[config.mk]
export PLATFORM = sky130hd
export DESIGN_NAME = white_blob_centroid_steering
export DESIGN_NICKNAME = d
export VERILOG_FILES = /design/src/hw/rtl/wbcs_pkg.sv /design/src/hw/rtl/wbcs_accum.sv /design/src/hw/rtl/wbcs_divider.sv /design/src/hw/rtl/white_blob_centroid_steering.sv
export SDC_FILE = /design/constraint.sdc
export NUM_CORES = 1
export LEC_CHECK = 0
export CAP_MARGIN = 0
export CORE_MARGIN = 5
export CORE_UTILIZATION = 55
export DETAILED_ROUTE_END_ITERATION = 6
export DONT_BUFFER_PORTS = 1
export GPL_TIMING_DRIVEN = 0
export PLACE_DENSITY_LB_ADDON = 0.08
export SLEW_MARGIN = 10
export SYNTH_ARGS = -nofsm -noshare
export SYNTH_HDL_FRONTEND = slang
export SYNTH_SLANG_ARGS = --single-unit
[constraint.sdc]
create_clock -name clk -period 11.9 [get_ports clk]
set_clock_uncertainty 0.05 [all_clocks]
set_input_delay 1.785 -clock clk [delete_from_list [all_inputs] [get_ports clk]]
set_output_delay 1.785 -clock clk [all_outputs]
set_load 0.05 [all_outputs]
[src/hw/rtl/wbcs_pkg.sv]
`default_nettype none
package wbcs_pkg;

	localparam int unsigned COUNT_W = 23;
	localparam logic [COUNT_W-1:0] COUNT_MAX = {COUNT_W{1'b1}};

	localparam int unsigned CFG_INDEX_W = 3;
	localparam int unsigned CFG_DATA_W = 15;
	localparam int unsigned IMG_W_W = 12;
	localparam int unsigned ROW_CFG_W = 11;
	localparam int unsigned SPEED_W = 15;

	localparam logic [CFG_INDEX_W-1:0] REG_IMAGE_WIDTH = 3'd0;
	localparam logic [CFG_INDEX_W-1:0] REG_BAND_FIRST = 3'd1;
	localparam logic [CFG_INDEX_W-1:0] REG_BAND_END = 3'd2;
	localparam logic [CFG_INDEX_W-1:0] REG_RECOVERY = 3'd3;
	localparam logic [CFG_INDEX_W-1:0] REG_FORWARD = 3'd4;
	localparam logic [CFG_INDEX_W-1:0] REG_TURN = 3'd5;
	localparam logic [CFG_INDEX_W-1:0] REG_SEARCH = 3'd6;

	localparam logic [IMG_W_W-1:0] RST_IMAGE_WIDTH = 12'd640;
	localparam logic [ROW_CFG_W-1:0] RST_BAND_FIRST = 11'd213;
	localparam logic [IMG_W_W-1:0] RST_BAND_END = 12'd267;
	localparam logic RST_RECOVERY = 1'b1;
	localparam logic [SPEED_W-1:0] RST_FORWARD = 15'd205;
	localparam logic [SPEED_W-1:0] RST_TURN = 15'd1024;
	localparam logic [SPEED_W-1:0] RST_SEARCH = 15'd10240;

	localparam logic [2:0] DIR_SEARCH = 3'd0;
	localparam logic [2:0] DIR_STOP = 3'd1;
	localparam logic [2:0] DIR_LEFT = 3'd2;
	localparam logic [2:0] DIR_RIGHT = 3'd3;
	localparam logic [2:0] DIR_FORWARD = 3'd4;

	typedef struct packed {
		logic [7:0] red;
		logic [7:0] green;
		logic [7:0] blue;
		logic end_of_frame;
	} pix_t;

	typedef struct packed {
		logic [2:0] direction;
		logic [SPEED_W-1:0] linear_speed;
		logic signed [15:0] angular_speed;
	} res_t;

	typedef enum logic [1:0] {
		ST_ACCUM,
		ST_DIV,
		ST_DONE
	} state_t;

endpackage
`default_nettype wire

[src/hw/rtl/wbcs_accum.sv]
`default_nettype none
module wbcs_accum
	import wbcs_pkg::*;
#(
	parameter int unsigned MAX_WIDTH = 2048,
	parameter int unsigned MAX_HEIGHT = 2048,
	localparam int unsigned CW = $clog2(MAX_WIDTH),
	localparam int unsigned RW = $clog2(MAX_HEIGHT),
	localparam int unsigned SW = CW + COUNT_W
) (
	input wire logic clk,
	input wire logic arst_n,
	input wire logic take,
	input wire pix_t pix,
	input wire logic [IMG_W_W-1:0] eff_width,
	input wire logic [ROW_CFG_W-1:0] band_first,
	input wire logic [IMG_W_W-1:0] band_end,
	output logic [SW-1:0] frame_sum,
	output logic [COUNT_W-1:0] frame_count
);

	localparam int unsigned XW = (CW + 1 > IMG_W_W) ? CW + 1 : IMG_W_W;
	localparam int unsigned BW = (RW > IMG_W_W) ? RW : IMG_W_W;

	logic [CW-1:0] col_q;
	logic [RW-1:0] row_q;
	logic [SW-1:0] sum_q;
	logic [COUNT_W-1:0] count_q;

	logic white;
	logic in_band;
	logic add;
	logic [CW:0] col_plus;
	logic wrap;

	assign white = (&pix.red) && (&pix.green) && (&pix.blue);
	assign in_band = (BW'(row_q) >= BW'(band_first)) && (BW'(row_q) < BW'(band_end));
	assign add = white && in_band && (count_q != COUNT_MAX);
	assign col_plus = {1'b0, col_q} + 1'b1;
	assign wrap = XW'(col_plus) >= XW'(eff_width);

	assign frame_sum = add ? sum_q + SW'(col_q) : sum_q;
	assign frame_count = add ? count_q + 1'b1 : count_q;

	always_ff @(posedge clk or negedge arst_n) begin
		if (!arst_n) begin
			col_q <= '0;
			row_q <= '0;
			sum_q <= '0;
			count_q <= '0;
		end else if (take) begin
			if (pix.end_of_frame) begin
				col_q <= '0;
				row_q <= '0;
				sum_q <= '0;
				count_q <= '0;
			end else begin
				sum_q <= frame_sum;
				count_q <= frame_count;
				if (wrap) begin
					col_q <= '0;
					row_q <= (row_q == RW'(MAX_HEIGHT - 1)) ? '0 : row_q + 1'b1;
				end else begin
					col_q <= col_plus[CW-1:0];
				end
			end
		end
	end

endmodule
`default_nettype wire

[src/hw/rtl/wbcs_divider.sv]
`default_nettype none
module wbcs_divider
	import wbcs_pkg::*;
#(
	parameter int unsigned CW = 11,
	localparam int unsigned SW = CW + COUNT_W,
	localparam int unsigned STW = $clog2(CW + 1)
) (
	input wire logic clk,
	input wire logic arst_n,
	input wire logic start,
	input wire logic [SW-1:0] dividend,
	input wire logic [COUNT_W-1:0] divisor,
	output logic busy,
	output logic [CW-1:0] quotient
);

	logic busy_q;
	logic [STW-1:0] step_q;
	logic [COUNT_W-1:0] rem_q;
	logic [CW-1:0] quo_q;
	logic [COUNT_W-1:0] divisor_q;

	logic [COUNT_W+1:0] diff;
	logic ge;

	assign diff = {1'b0, rem_q, quo_q[CW-1]} - {2'b00, divisor_q};
	assign ge = !diff[COUNT_W+1];

	always_ff @(posedge clk or negedge arst_n) begin
		if (!arst_n) begin
			busy_q <= 1'b0;
			step_q <= '0;
		end else if (start) begin
			busy_q <= 1'b1;
			step_q <= '0;
		end else if (busy_q) begin
			if (step_q == STW'(CW - 1)) begin
				busy_q <= 1'b0;
			end
			step_q <= step_q + 1'b1;
		end
	end

	always_ff @(posedge clk) begin
		if (start) begin
			rem_q <= dividend[SW-1:CW];
			quo_q <= dividend[CW-1:0];
			divisor_q <= divisor;
		end else if (busy_q) begin
			rem_q <= ge ? diff[COUNT_W-1:0] : {rem_q[COUNT_W-2:0], quo_q[CW-1]};
			quo_q <= {quo_q[CW-2:0], ge};
		end
	end

	assign busy = busy_q;
	assign quotient = quo_q;

endmodule
`default_nettype wire

[src/hw/rtl/white_blob_centroid_steering.sv]
// white blob centroid steering
//
// in channel: one rgb pixel per item on in_valid/in_stall, raster order; the
// block tracks column and row itself and the item with end_of_frame set closes
// the frame. out channel: one steering item per frame on out_valid/out_stall.
// cfg: write cfg_we with cfg_index and cfg_data, only while no frame result is
// pending.
// pixels are taken one per cycle while in_stall is low. the end-of-frame item
// stalls the input while the mean column is formed: with white pixels seen in
// the band, a restoring divider runs one quotient bit per cycle, then the
// sequencer leaves the divide state and the done state registers the result,
// after which the next pixel can enter. with no white pixel in the band the
// sequencer goes straight to the done state. while out_stall holds a finished
// result, the next frame's pixels are still taken; a second result waits in
// the sequencer and stalls the input until the output register frees.
// reset clears the counters, the sums and out_valid, and loads the register
// defaults (width 640, band rows 213 to 266, recovery on).
`default_nettype none
module white_blob_centroid_steering
	import wbcs_pkg::*;
#(
	parameter int unsigned MAX_WIDTH = 2048,
	parameter int unsigned MAX_HEIGHT = 2048
) (
	input wire logic clk,
	input wire logic arst_n,
	input wire logic in_valid,
	output logic in_stall,
	input wire pix_t in_data,
	output logic out_valid,
	input wire logic out_stall,
	output res_t out_data,
	input wire logic cfg_we,
	input wire logic [CFG_INDEX_W-1:0] cfg_index,
	input wire logic [CFG_DATA_W-1:0] cfg_data
);

	localparam int unsigned CW = $clog2(MAX_WIDTH);
	localparam int unsigned SW = CW + COUNT_W;
	localparam int unsigned CAP = (MAX_WIDTH < 4095) ? MAX_WIDTH : 4095;
	localparam int unsigned CMPW = (CW + 2 > IMG_W_W + 1) ? CW + 2 : IMG_W_W + 1;

	logic [IMG_W_W-1:0] width_q;
	logic [ROW_CFG_W-1:0] band_first_q;
	logic [IMG_W_W-1:0] band_end_q;
	logic recovery_q;
	logic [SPEED_W-1:0] forward_q;
	logic [SPEED_W-1:0] turn_q;
	logic [SPEED_W-1:0] search_q;

	state_t state_q;
	state_t state_nx;
	logic none_q;
	logic out_valid_q;
	res_t out_q;

	logic [IMG_W_W-1:0] eff_width;
	logic take;
	logic eof_take;
	logic [SW-1:0] frame_sum;
	logic [COUNT_W-1:0] frame_count;
	logic div_start;
	logic div_busy;
	logic [CW-1:0] mean;
	logic [CMPW-1:0] mean3;
	logic go_left;
	logic go_right;
	logic out_load;
	res_t result;

	always_ff @(posedge clk or negedge arst_n) begin
		if (!arst_n) begin
			width_q <= RST_IMAGE_WIDTH;
			band_first_q <= RST_BAND_FIRST;
			band_end_q <= RST_BAND_END;
			recovery_q <= RST_RECOVERY;
			forward_q <= RST_FORWARD;
			turn_q <= RST_TURN;
			search_q <= RST_SEARCH;
		end else if (cfg_we) begin
			unique case (cfg_index)
				REG_IMAGE_WIDTH: width_q <= cfg_data[IMG_W_W-1:0];
				REG_BAND_FIRST: band_first_q <= cfg_data[ROW_CFG_W-1:0];
				REG_BAND_END: band_end_q <= cfg_data[IMG_W_W-1:0];
				REG_RECOVERY: recovery_q <= cfg_data[0];
				REG_FORWARD: forward_q <= cfg_data[SPEED_W-1:0];
				REG_TURN: turn_q <= cfg_data[SPEED_W-1:0];
				REG_SEARCH: search_q <= cfg_data[SPEED_W-1:0];
				default: ;
			endcase
		end
	end

	always_comb begin
		if (width_q == '0) begin
			eff_width = IMG_W_W'(1);
		end else if (width_q > IMG_W_W'(CAP)) begin
			eff_width = IMG_W_W'(CAP);
		end else begin
			eff_width = width_q;
		end
	end

	assign in_stall = (state_q != ST_ACCUM);
	assign take = in_valid && !in_stall;
	assign eof_take = take && in_data.end_of_frame;
	assign div_start = eof_take && (frame_count != '0);

	wbcs_accum #(
		.MAX_WIDTH(MAX_WIDTH),
		.MAX_HEIGHT(MAX_HEIGHT)
	) u_accum (
		.clk(clk),
		.arst_n(arst_n),
		.take(take),
		.pix(in_data),
		.eff_width(eff_width),
		.band_first(band_first_q),
		.band_end(band_end_q),
		.frame_sum(frame_sum),
		.frame_count(frame_count)
	);

	wbcs_divider #(
		.CW(CW)
	) u_divider (
		.clk(clk),
		.arst_n(arst_n),
		.start(div_start),
		.dividend(frame_sum),
		.divisor(frame_count),
		.busy(div_busy),
		.quotient(mean)
	);

	// mean < w/3 and mean > 2w/3, both truncating, without a divide
	assign mean3 = (CMPW'(mean) << 1) + CMPW'(mean);
	assign go_left = (mean3 + CMPW'(3)) <= CMPW'(eff_width);
	assign go_right = mean3 > (CMPW'(eff_width) << 1);

	always_comb begin
		result.direction = DIR_FORWARD;
		result.linear_speed = forward_q;
		result.angular_speed = '0;
		if (none_q) begin
			result.linear_speed = '0;
			if (recovery_q) begin
				result.direction = DIR_SEARCH;
				result.angular_speed = $signed({1'b0, search_q});
			end else begin
				result.direction = DIR_STOP;
			end
		end else if (go_left) begin
			result.direction = DIR_LEFT;
			result.angular_speed = $signed({1'b0, turn_q});
		end else if (go_right) begin
			result.direction = DIR_RIGHT;
			result.angular_speed = -$signed({1'b0, turn_q});
		end
	end

	always_comb begin
		state_nx = state_q;
		unique case (state_q)
			ST_ACCUM: begin
				if (eof_take) begin
					state_nx = (frame_count != '0) ? ST_DIV : ST_DONE;
				end
			end
			ST_DIV: begin
				if (!div_busy) begin
					state_nx = ST_DONE;
				end
			end
			ST_DONE: begin
				if (out_load) begin
					state_nx = ST_ACCUM;
				end
			end
			default: state_nx = ST_ACCUM;
		endcase
	end

	always_comb begin
		out_load = (state_q == ST_DONE) && (!out_valid_q || !out_stall);
	end

	always_ff @(posedge clk or negedge arst_n) begin
		if (!arst_n) begin
			state_q <= ST_ACCUM;
			none_q <= 1'b0;
			out_valid_q <= 1'b0;
		end else begin
			state_q <= state_nx;
			if (eof_take) begin
				none_q <= (frame_count == '0);
			end
			if (out_load) begin
				out_valid_q <= 1'b1;
			end else if (!out_stall) begin
				out_valid_q <= 1'b0;
			end
		end
	end

	always_ff @(posedge clk) begin
		if (out_load) begin
			out_q <= result;
		end
	end

	assign out_valid = out_valid_q;
	assign out_data = out_q;

	a_div_blocks_input: assert property (@(posedge clk) disable iff (!arst_n)
		div_busy |-> in_stall)
		else $error("pixel taken while divider busy");

	a_div_exit: assert property (@(posedge clk) disable iff (!arst_n)
		state_q == ST_DIV |=> state_q == ST_DIV || state_q == ST_DONE)
		else $error("divide state left for accumulate");

	a_result_source: assert property (@(posedge clk) disable iff (!arst_n)
		$rose(out_valid) |-> $past(state_q == ST_DONE))
		else $error("result raised outside done state");

	a_eof_leaves_accum: assert property (@(posedge clk) disable iff (!arst_n)
		eof_take |=> state_q != ST_ACCUM)
		else $error("end of frame did not start result");

endmodule
`default_nettype wire
==> key figures <==
Run status
  • Status: complete, no violations

Setup path
  • Worst setup SP type: flop
  • WP data required: 12100 ps
  • Reg2Reg Depth: 18
  • R2r setup slk: 5770 ps
  • Critical path destination: out_data[9]$_DFFE_PP_
  • Crit path DAT: 6330 ps
  • Crit path capture type: flop
  • Crit path launch: u_divider.quotient[0]$_DFFE_PP_
  • R2r startpoint: u_divider.quotient[0]$_DFFE_PP_
  • Worst setup path category: reg2reg
  • FF-to-FF End: out_data[9]$_DFFE_PP_
  • Maximum fanout along the worst path: 10

Cells and area
  • FF/Latch Area: 0.00699 mm²
  • Final net count: 1864
  • Most frequent cells in the layout: nand2_1, dfrtp_1, o21ai_0
  • Layout cell share with drive strength beyond 1: 9.32%
  • Area grow syn2layout: 9.95%
  • Most common cell after layout, fill and taps aside: nand2_1
  • Fillers: 2521
  • Multi-input logic area: 0.00880 mm²
  • Ant. Diodes: 0
  • Post-Layout Inst Area: 0.0179 mm²
  • Final Non-Filler Cells: 2117

Floorplanning
  • IO Pins: 84
  • Die X: 182 µm
  • Die height: 182 µm
  • Row count: 63
  • Core area: 0.0295 mm²
  • Die area: 0.0332 mm²
  • Initial Utilization: 55.4%

Drt
  • Met1 WL: 19100 µm
  • Vias per std cell: 5.98
  • Routed WL: 41900 µm
  • Metal3 WL: 1810 µm
  • Vias post-DR: 12652
  • Drt drc: 0
  • Final ANT Viol Nets: 0
  • Top layer reached by signal wires: met4
  • WL/cell: 19.8 µm
  • DRT Pass-1 Iters: 7
  • Metal2 WL: 20000 µm
  • Initial DRC count: 879

Clock tree
  • CTS resizes: 0
  • Hold-fix buffers at CTS: 0
  • Worst-Skew Late Latency: 570 ps
  • CTS tree: yes
  • Clock tree root buffer cell: clkbuf_16
  • Post-CTS Setup Bufs: 0
  • Maximum clock path buffer count: 3
  • H-tree depth: 1
  • TritonCTS Buffers: 29
  • # clock sinks: 260
  • Worst-path clk slew: 60 ps

Yosys
  • Seq/Total Area, Yosys: 42.8%
  • Gate Count Post-Synth: 1669
  • Number of enable flip-flop cells after synthesis: 91
  • Synth async-reset ratio: 65.0%
  • Syn nets: 1829
  • Synth Register Bits: 260
  • Post-synthesis cell area: 0.0163 mm²
  • Most used DFF post-synth: dfrtp_1
  • Synth cell types: 74
  • Average size of a mapped cell: 9.78 µm²
  • Yosys warnings: 0

Place
  • Cell count after placement: 2063
  • Placement Cell Area: 0.0169 mm²
  • GP Congestion: 0.892
  • Port bufs: 0
  • HPWL Detailed: 30700 µm

Global routing
  • First-pass GRT wire length: 66900 µm
  • Total global-route track usage: 24.9%
  • Number of global-route vias before repair: 12321
  • Antenna violations before repair: 0
  • Largest net degree at the start of global routing: 170
  • Grt total ovfl: 0

STA
  • Slew Limit Fails: 0
  • Setup TNS: 0 ps
  • Final Hold Fails: 0
  • Worst slew pin tran: 1250 ps
  • Unrepaired setup endpoints after global routing: false
  • Min Hold Slack: 452 ps
  • Min Tclk post-route: 6130 ps
  • Setup violation total in the final timing report: 0
  • Max-slew headroom: 15.7%
  • F_max: 0.163 GHz
  • Period utilization: 51.6%

Power
  • P per Cell Area: 135 mW/mm²
  • Peak supply drop: 0.0990 mV
  • Static Leak: 0.00738 µW

Min path
  • Min-Delay Path Class: reg2reg

Flow run
  • Max-Cap Viols: 0
-- how the worst min path moves through the flow --
stage                                    startpoint                         to  slack, ps  cells after the start
final                     forward_q[12]$_DFFE_PN0P_  forward_q[12]$_DFFE_PN0P_        450                      1
after global routing       search_q[10]$_DFFE_PN0P_   search_q[10]$_DFFE_PN0P_        470                      1
after CTS                 forward_q[12]$_DFFE_PN0P_  forward_q[12]$_DFFE_PN0P_        450                      1
after detailed placement  forward_q[12]$_DFFE_PN0P_  forward_q[12]$_DFFE_PN0P_        440                      1
after global placement     forward_q[5]$_DFFE_PN0P_   forward_q[5]$_DFFE_PN0P_        430                      1
after floorplan             search_q[1]$_DFFE_PN0P_    search_q[1]$_DFFE_PN0P_        420                      1
-- cell families after synthesis --
family	Yosys count	share of synthesized area, %
mux	130	8.56
simple gates	565	17.1
compound gates	351	13.7
flops	260	42.8
fa+ha+maj	112	8.72
buf+inv	146	3.51
xor+xnor	105	5.63
-- layer usage --
layer / vias up / global-route usage [%]
met5: - / 0
met3: 61 / 2.85
li1: 6099 / -
met1: 6203 / 34.5
met2: 289 / 41.8
met4: 0 / 6.60
-- area by class of cell --
class	count	share of cell area (%)
multi-input combinational	1263	49.0
sequential	260	38.9
clock buffer	33	4.18
tap	390	2.72
inverter	79	1.65
clock inverter	21	1.62
buffer	67	1.54
timing repair buffer	4	0.335
-- report_power, final --
| group | leakage (µW) | internal (µW) | switching, µW |
|---|---|---|---|
| combinational | 0.00385 | 138 | 177 |
| clock | 0.000513 | 605 | 381 |
| sequential | 0.00301 | 1030 | 99.9 |
| total | 0.00738 | 1770 | 658 |
-- stage by stage --
stage / total power (µW) / worst slack (ps) / utilization [%]
after global routing: 2530 / 5430 / 60.9
after CTS: 2440 / 5870 / 60.9
after floorplan: 1360 / 5500 / -
after global placement: 1440 / 3060 / 57.0
after detailed placement: 1450 / 5920 / 57.3
final: 2430 / 5770 / 60.9
-- cell usage after synthesis (5+ instances only) --
cell / instances / area share [%]
buf_2: 5 / 0.15
nor3b_1: 14 / 0.64
a211o_1: 10 / 0.54
nand3_1: 35 / 1.1
clkbuf_1: 56 / 1.3
nor4_1: 15 / 0.57
nor3_1: 36 / 1.1
edfxtp_1: 91 / 17
or3_1: 13 / 0.50
nand2b_1: 19 / 0.73
and2_1: 13 / 0.50
inv_1: 79 / 1.8
a32o_1: 5 / 0.31
nand2_1: 196 / 4.5
o31ai_1: 18 / 0.83
a22o_1: 7 / 0.38
nor2_1: 105 / 2.4
xnor2_1: 62 / 3.3
o311ai_0: 8 / 0.43
xor2_1: 43 / 2.3
nor2b_1: 27 / 1.0
o211ai_1: 6 / 0.28
o21a_1: 16 / 0.74
mux2_2: 60 / 4.1
mux2_1: 9 / 0.62
o21ai_0: 138 / 4.2
mux2i_1: 59 / 3.6
a31oi_1: 7 / 0.27
a211oi_1: 6 / 0.28
ha_1: 109 / 8.4
a21o_1: 36 / 1.7
nand4_1: 34 / 1.3
a21oi_1: 48 / 1.5
dfstp_2: 20 / 3.2
and3_1: 29 / 1.1
dfrtp_1: 149 / 23
or2_2: 7 / 0.27
-- state kept, by name, summed over array words and instances, names as in the netlist --
register and cells:
u_divider.step_q 4, state_q 2, u_accum.row_q 11, recovery_q 1
band_first_q 11, none_q 1, u_accum.sum_q 34, u_accum.count_q 23
u_accum.col_q 11, u_divider.busy 1, out_data 34, u_divider.quotient 11
out_valid 1, turn_q 15, search_q 15, width_q 12
forward_q 15, u_divider.divisor_q 23, u_divider.rem_q 23, band_end_q 12
-- critical path, cell delays in order, from the launching register on --
cell and delay, ps:
edfxtp_1 530, ha_1 290, fa_1 400, a21o_1 190, a21oi_1 280, xnor2_1 330
nand3_1 220, nor4b_1 490, o211ai_1 250, xnor2_1 250, ha_1 280, a21o_1 160
a21oi_1 200, nor2b_1 160, a221o_1 190, or4b_1 540, nand3_1 300, clkbuf_1 450
o311ai_0 290
No activity file was read; power rests on OpenSTA's default activity.
